File: src/sevt_pkg.sv
// Shared sizes, command and status codes, and the stored entry type of the event table.
package sevt_pkg;

	localparam int CAPACITY  = 16;
	localparam int TIME_BITS = 32;
	localparam int TAG_BITS  = 8;
	localparam int IDX_W     = $clog2(CAPACITY);
	localparam int CNT_W     = $clog2(CAPACITY + 1);
	localparam int CMD_W     = 2;
	localparam int STATUS_W  = 2;
	localparam int REM_W     = 5;

	typedef enum logic [CMD_W-1:0] {
		CMD_INSERT = 2'd0,
		CMD_QUERY  = 2'd1,
		CMD_DELETE = 2'd2,
		CMD_LIST   = 2'd3
	} cmd_t;

	localparam logic [STATUS_W-1:0] ST_OK   = 2'd0;
	localparam logic [STATUS_W-1:0] ST_FULL = 2'd1;
	localparam logic [STATUS_W-1:0] ST_NONE = 2'd2;

	typedef struct packed {
		logic [TAG_BITS-1:0]  tag;
		logic [TIME_BITS-1:0] st;
		logic [TIME_BITS-1:0] en;
	} entry_t;

	localparam int ENTRY_W = $bits(entry_t);

endpackage

File: src/sevt_ram.sv
// Generic single-write, single-read RAM with registered read data.
module sevt_ram #(
	parameter int WIDTH = 8,
	parameter int DEPTH = 16
) (
	input  logic                     clk,
	input  logic                     we,
	input  logic [$clog2(DEPTH)-1:0] waddr,
	input  logic [WIDTH-1:0]         wdata,
	input  logic [$clog2(DEPTH)-1:0] raddr,
	output logic [WIDTH-1:0]         rdata
);

	logic [WIDTH-1:0] mem_q [DEPTH];

	// write port and registered read port
	always_ff @(posedge clk) begin
		if (we) begin
			mem_q[waddr] <= wdata;
		end
		rdata <= mem_q[raddr];
	end

endmodule

File: src/sorted_event_table.sv
// Event table kept sorted by start time, one RAM entry visited per cycle by a sequencer
// while a list is not stalled by the output. Insert, query and delete each give one
// result; list streams one result per cycle. One command at a time is taken, and the
// scan walks the single RAM read port one entry a cycle. List stalls with the output.
// Reset clears the sequencer, the entry count and the output valid; RAM is not cleared.
module sorted_event_table (
	input  logic                           clk,
	input  logic                           arst_n,
	input  logic                           in_valid,
	output logic                           in_ready,
	input  logic [sevt_pkg::CMD_W-1:0]     cmd,
	input  logic [sevt_pkg::TAG_BITS-1:0]  event_tag,
	input  logic [sevt_pkg::TIME_BITS-1:0] start_time,
	input  logic [sevt_pkg::TIME_BITS-1:0] end_time,
	input  logic [sevt_pkg::TIME_BITS-1:0] now_time,
	output logic                           out_valid,
	input  logic                           out_ready,
	output logic [sevt_pkg::STATUS_W-1:0]  status,
	output logic [sevt_pkg::TAG_BITS-1:0]  tag_out,
	output logic [sevt_pkg::TIME_BITS-1:0] start_out,
	output logic [sevt_pkg::TIME_BITS-1:0] end_out,
	output logic [sevt_pkg::REM_W-1:0]     removed_count,
	output logic                           last
);
	import sevt_pkg::*;

	typedef enum logic [1:0] {
		S_IDLE,
		S_SCAN,
		S_PLACE,
		S_RESP
	} state_t;

	state_t               state_q;
	cmd_t                 cmd_q;
	entry_t               new_q;
	logic [TIME_BITS-1:0] now_q;
	logic [CNT_W-1:0]     cnt_q;
	logic [CNT_W-1:0]     remain_q;
	logic [CNT_W-1:0]     keep_q;
	logic [IDX_W-1:0]     idx_q;
	logic [IDX_W-1:0]     pidx_q;
	logic                 pend_q;
	logic [IDX_W-1:0]     place_q;

	logic [STATUS_W-1:0]  rs_status_q;
	entry_t               rs_entry_q;
	logic [REM_W-1:0]     rs_removed_q;

	logic                 out_valid_q;
	logic [STATUS_W-1:0]  status_q;
	entry_t               out_entry_q;
	logic [REM_W-1:0]     removed_q;
	logic                 last_q;

	entry_t               rd_data;
	logic [ENTRY_W-1:0]   rd_bits;
	logic [IDX_W-1:0]     rd_addr;
	logic                 we;
	logic [IDX_W-1:0]     waddr;
	entry_t               wdata;

	logic                 out_free;
	logic                 hold;
	logic                 issue;
	logic                 is_last;
	logic                 ins_move;
	logic                 qry_hit;
	logic                 del_keep;
	logic [CNT_W-1:0]     keep_next;

	assign rd_data = entry_t'(rd_bits);

	sevt_ram #(
		.WIDTH(ENTRY_W),
		.DEPTH(CAPACITY)
	) u_ram (
		.clk  (clk),
		.we   (we),
		.waddr(waddr),
		.wdata(wdata),
		.raddr(rd_addr),
		.rdata(rd_bits)
	);

	// compare the entry coming out of the RAM and pick the scan step
	always_comb begin
		out_free  = !out_valid_q || out_ready;
		hold      = (cmd_q == CMD_LIST) && pend_q && !out_free;
		rd_addr   = hold ? pidx_q : idx_q;
		issue     = (state_q == S_SCAN) && !hold && (remain_q != '0);
		is_last   = (remain_q == '0);
		ins_move  = rd_data.st >= new_q.st;
		qry_hit   = (rd_data.st <= now_q) && (rd_data.en >= now_q);
		del_keep  = rd_data.en >= now_q;
		keep_next = keep_q + CNT_W'(del_keep);
	end

	// drive the RAM write port: shift up on insert, pack down on delete, place new entry
	always_comb begin
		we    = 1'b0;
		waddr = pidx_q + 1'b1;
		wdata = rd_data;
		case (state_q)
			S_SCAN: begin
				if (pend_q && cmd_q == CMD_INSERT && ins_move) begin
					we = 1'b1;
				end else if (pend_q && cmd_q == CMD_DELETE && del_keep) begin
					we    = 1'b1;
					waddr = keep_q[IDX_W-1:0];
				end
			end
			S_PLACE: begin
				we    = 1'b1;
				waddr = place_q;
				wdata = new_q;
			end
			default: begin
				we = 1'b0;
			end
		endcase
	end

	// sequencer, table count and output register
	always_ff @(posedge clk or negedge arst_n) begin
		if (!arst_n) begin
			state_q      <= S_IDLE;
			cnt_q        <= '0;
			pend_q       <= 1'b0;
			out_valid_q  <= 1'b0;
			cmd_q        <= CMD_INSERT;
			new_q        <= '0;
			now_q        <= '0;
			remain_q     <= '0;
			keep_q       <= '0;
			idx_q        <= '0;
			pidx_q       <= '0;
			place_q      <= '0;
			rs_status_q  <= ST_OK;
			rs_entry_q   <= '0;
			rs_removed_q <= '0;
			status_q     <= ST_OK;
			out_entry_q  <= '0;
			removed_q    <= '0;
			last_q       <= 1'b0;
		end else begin
			// drop the result once the consumer takes it
			if (out_valid_q && out_ready) begin
				out_valid_q <= 1'b0;
			end

			case (state_q)
				S_IDLE: begin
					if (in_valid) begin
						cmd_q        <= cmd_t'(cmd);
						new_q        <= '{tag: event_tag, st: start_time, en: end_time};
						now_q        <= now_time;
						pend_q       <= 1'b0;
						keep_q       <= '0;
						remain_q     <= cnt_q;
						rs_entry_q   <= '0;
						rs_removed_q <= '0;
						if (cmd_t'(cmd) == CMD_INSERT) begin
							idx_q <= IDX_W'(cnt_q - 1'b1);
							if (cnt_q == CNT_W'(CAPACITY)) begin
								rs_status_q <= ST_FULL;
								state_q     <= S_RESP;
							end else if (cnt_q == '0) begin
								place_q <= '0;
								state_q <= S_PLACE;
							end else begin
								state_q <= S_SCAN;
							end
						end else begin
							idx_q <= '0;
							if (cnt_q == '0) begin
								rs_status_q <= (cmd_t'(cmd) == CMD_DELETE) ? ST_OK : ST_NONE;
								state_q     <= S_RESP;
							end else begin
								state_q <= S_SCAN;
							end
						end
					end
				end

				S_SCAN: begin
					if (!hold) begin
						// advance the read pointer
						pend_q <= issue;
						pidx_q <= idx_q;
						if (issue) begin
							remain_q <= remain_q - 1'b1;
							idx_q    <= (cmd_q == CMD_INSERT) ? idx_q - 1'b1 : idx_q + 1'b1;
						end
						// evaluate the entry read last cycle
						if (pend_q) begin
							case (cmd_q)
								CMD_INSERT: begin
									if (!ins_move) begin
										place_q <= pidx_q + 1'b1;
										state_q <= S_PLACE;
									end else if (is_last) begin
										place_q <= pidx_q;
										state_q <= S_PLACE;
									end
								end
								CMD_QUERY: begin
									if (qry_hit) begin
										rs_status_q <= ST_OK;
										rs_entry_q  <= rd_data;
										state_q     <= S_RESP;
									end else if (is_last) begin
										rs_status_q <= ST_NONE;
										state_q     <= S_RESP;
									end
								end
								CMD_DELETE: begin
									keep_q <= keep_next;
									if (is_last) begin
										cnt_q        <= keep_next;
										rs_status_q  <= ST_OK;
										rs_removed_q <= REM_W'(cnt_q - keep_next);
										state_q      <= S_RESP;
									end
								end
								default: begin
									// list: stream this entry out
									out_valid_q <= 1'b1;
									status_q    <= ST_OK;
									out_entry_q <= rd_data;
									removed_q   <= '0;
									last_q      <= is_last;
									if (is_last) begin
										state_q <= S_IDLE;
									end
								end
							endcase
						end
					end
				end

				S_PLACE: begin
					cnt_q       <= cnt_q + 1'b1;
					rs_status_q <= ST_OK;
					state_q     <= S_RESP;
				end

				S_RESP: begin
					if (out_free) begin
						out_valid_q <= 1'b1;
						status_q    <= rs_status_q;
						out_entry_q <= rs_entry_q;
						removed_q   <= rs_removed_q;
						last_q      <= 1'b1;
						state_q     <= S_IDLE;
					end
				end

				default: begin
					state_q <= S_IDLE;
				end
			endcase
		end
	end

	assign in_ready      = (state_q == S_IDLE);
	assign out_valid     = out_valid_q;
	assign status        = status_q;
	assign tag_out       = out_entry_q.tag;
	assign start_out     = out_entry_q.st;
	assign end_out       = out_entry_q.en;
	assign removed_count = removed_q;
	assign last          = last_q;

endmodule
File: config.mk
export PLATFORM = sky130hd
export DESIGN_NAME = sorted_event_table
export DESIGN_NICKNAME = d
export VERILOG_FILES = /design/src/sevt_pkg.sv /design/src/sevt_ram.sv /design/src/sorted_event_table.sv
export SDC_FILE = /design/constraint.sdc
export NUM_CORES = 2
export LEC_CHECK = 0
export ABC_AREA = 1
export BUFFER_PORTS_ARGS = -buffer_cell sky130_fd_sc_hd__buf_2
export CAP_MARGIN = 10
export CORE_UTILIZATION = 56
export DETAILED_ROUTE_END_ITERATION = 16
export PLACE_DENSITY = 0.8
export SLEW_MARGIN = 20
export SYNTH_ARGS = -nofsm -noshare
export SYNTH_HDL_FRONTEND = slang
export SYNTH_SLANG_ARGS = --single-unit
File: constraint.sdc
create_clock -name clk -period 5.44 [get_ports clk]
set_clock_uncertainty 0.15 [all_clocks]
set_input_delay 0 -clock clk [delete_from_list [all_inputs] [get_ports clk]]
set_output_delay 0 -clock clk [all_outputs]
set_load 0.02 [all_outputs]
==> metrics <==
status=complete, no violations; Antenna Nets Post-Route=0; Setup crit end=u_ram.mem_q[15][39]; Ports=192; DRC=0; syn_nets=5377; largest net degree at the start of global routing=241; RSZ-0062 raised after global routing=false; # setup viols final=0; Sink Count=1520; Seq/Total Area, Yosys=70.1%; DIE WIDTH=335 um; Initial DRC Count=7276; floorplan row count=121; met3 routed WL=28.3 mm; initial antenna violation count=19; Die ar.=0.112 mm^2; cts bufs inserted=144; CTS tree=yes; final RePlAce weighted congestion=0.953; CTS H-tree lvls=4; M1 WL=64.6 mm; Mapped Avg Cell Area=12.0 um^2; post-DR vias/cell=6.45; final-stage net count=5721; RR Endpoint=u_ram.mem_q[15][39]; EDFF count, synth=1152; maxcap violations=0; core area=0.109 mm^2; Slew @ Worst Pin=1.20 ns; ys flop type=edfxtp_1; reg2reg setup slack=0.99 ns; Worst R2R Path Depth=17; r2r startpoint=now_q[22]; cts repair resizes=0; Syn Inst Count=5152; Final Cycle Share=81.7%; Initial Utilization=56.7%; post-route minimum period=4.45 ns; layout cell share with drive strength beyond 1=10.7%; setup bufs post-CTS=0; clock-pin slew on the worst setup and hold paths=0.06 ns; met2 wire length=82.9 mm; total grt overflow=0; drt pass-1 iters=8; placed cell areas=0.0646 mm^2; crit path capture type=register; fin area=0.0717 mm^2; CP Max Fanout=21; Leak=26.1 nW; Synth warnings=0; via count=45778; GRT Util Overall=33.1%; Yosys reg bits=1520; clk buf depth=3; Max Used Layer=met5; Area Overhead vs Synth=15.7%; count of final max-slew check failures=0; Final TNS setup=0 ns; required time of the critical path=5.74 ns; Die Height=335 um; Post-synth ARST share=19.5%; first-pass GRT wire length=275 mm; wire per inst=26.4 um; vias in the first global route=44357; Final WS setup=0.994 ns; DP Wirelength=105 mm; most frequent cells in the layout=edfxtp_1 (1152), nor2_1 (797), nand2_1 (674); CP Class=register to register; commonest non-fill, non-tap cell in the layout=edfxtp_1; CP arrival=4.75 ns; I/O Buffers=191; Rel. slew slack=19.6%; Clk Latency, worst-skew pair=0.78 ns; Peak VDD IR=0.535 mV; Hold Fails Final Rpt=0; Hold Crit Class=input port to register; worst setup path startpoint=now_q[22]; Distinct cells, synth=46; Worst setup SP type=register; total power=46.1 mW; CTS root buf=clkbuf_16; PwrDens=643 mW/mm^2; dpl ws=1.19 ns; final WL=187 mm; fmax=225 MHz; Post-Syn Area=0.0620 mm^2
==> layout make-up <==
class                   count  area, um^2
diodes                      7        17.5
repair buffers            537        4550
fillers                  7232       37600
inverters                 144         573
clock inverters            61         746
clock buffers             201        4020
well taps                1476        1850
flip-flops and latches   1520       43400
multi-input cells        3149       16500
==> repair_timing <==
item	4_1_cts	5_1_grt
hold buffers	231	0
endpoints found under the hold margin	419	0
setup endpoints to repair	0	0
==> worst max-delay path, stage by stage, from the launching register on <==
cell	delay, ns
dfrtp_1	0.35
inv_1	0.08
ha_1	0.29
nand2_1	0.06
nor2_1	0.26
nand4_1	0.13
nor2_1	0.25
nand2_1	0.11
nand2_2	0.18
nand2_1	0.16
nand2_1	0.13
nand2_1	0.05
nand2_1	0.09
nand2_1	0.06
nor2_1	0.15
nand2_1	0.26
nor2_4	0.97
buf_4	0.35
==> flip-flops by register name, indices dropped and copies added (netlist names), 4 cells and up <==
register	count
new_q	72
rs_removed_q	5
pidx_q	4
u_ram.mem_q	1152
remain_q	5
u_ram.rdata	72
cnt_q	5
idx_q	4
removed_count	5
keep_q	5
end_out	32
tag_out	8
rs_entry_q	72
now_q	32
place_q	4
start_out	32
==> power by group <==
group / switching, mW / total (mW) / internal [mW]
registers: 1.34 / 18.4 / 17.1
logic: 13.1 / 17.4 / 4.30
clock network: 4.40 / 10.3 / 5.87
==> worst min-delay path by stage <==
stage	start	to	slack (ns)	cells past startpoint
final	out_ready	out_valid	0.04	5
after global routing	out_ready	out_valid	0.06	5
after CTS	start_time[2]	new_q[34]	0.007	4
after detailed placement	arst_n	start_out[19]	-0.11	1
after global placement	arst_n	start_out[18]	-0.12	1
after floorplan	arst_n	cmd_q[0]	-0.45	0
==> cells by family after synthesis <==
logic type	synth area share, %
flip-flops	70.1
multiplexers	0.763
AO/OA/AOI/OAI	13.0
buffers and inverters	3.58
adder cells (fa/ha/maj)	2.35
AND/OR/NAND/NOR	10.0
XOR/XNOR	0.226
==> per-layer routing <==
| metal | vias to the layer above | track usage [%] |
|---|---|---|
| met2 | 3671 | 49.3 |
| met1 | 21987 | 42.1 |
| li1 | 19369 | - |
| met4 | 16 | 18.5 |
| met5 | - | 0 |
| met3 | 735 | 12.0 |
==> Yosys cell counts (79+ instances only) <==
master / count / share of area [%]
ha_1: 113 / 2.3
dfrtp_1: 296 / 12
buf_2: 116 / 0.94
clkbuf_1: 153 / 0.93
a21oi_1: 128 / 1.0
o22ai_1: 106 / 1.1
nand3_1: 95 / 0.77
o21ai_0: 590 / 4.8
o21ai_1: 187 / 1.5
o221ai_1: 187 / 2.6
nand2_1: 675 / 4.1
edfxtp_1: 1152 / 56
inv_1: 139 / 0.84
o211ai_1: 79 / 0.96
nor2_1: 813 / 4.9
==> metrics by stage <==
step	utilization [%]	hold WS, ns	std cells
after floorplan	-	-0.446	5152
after global placement	59.1	-0.118	6595
after detailed placement	59.1	-0.110	6595
after CTS	65.6	0.00677	7088
after global routing	65.6	0.0598	7090
final	65.6	0.0435	7095
Note: power is estimated with default switching activity, not from simulation.
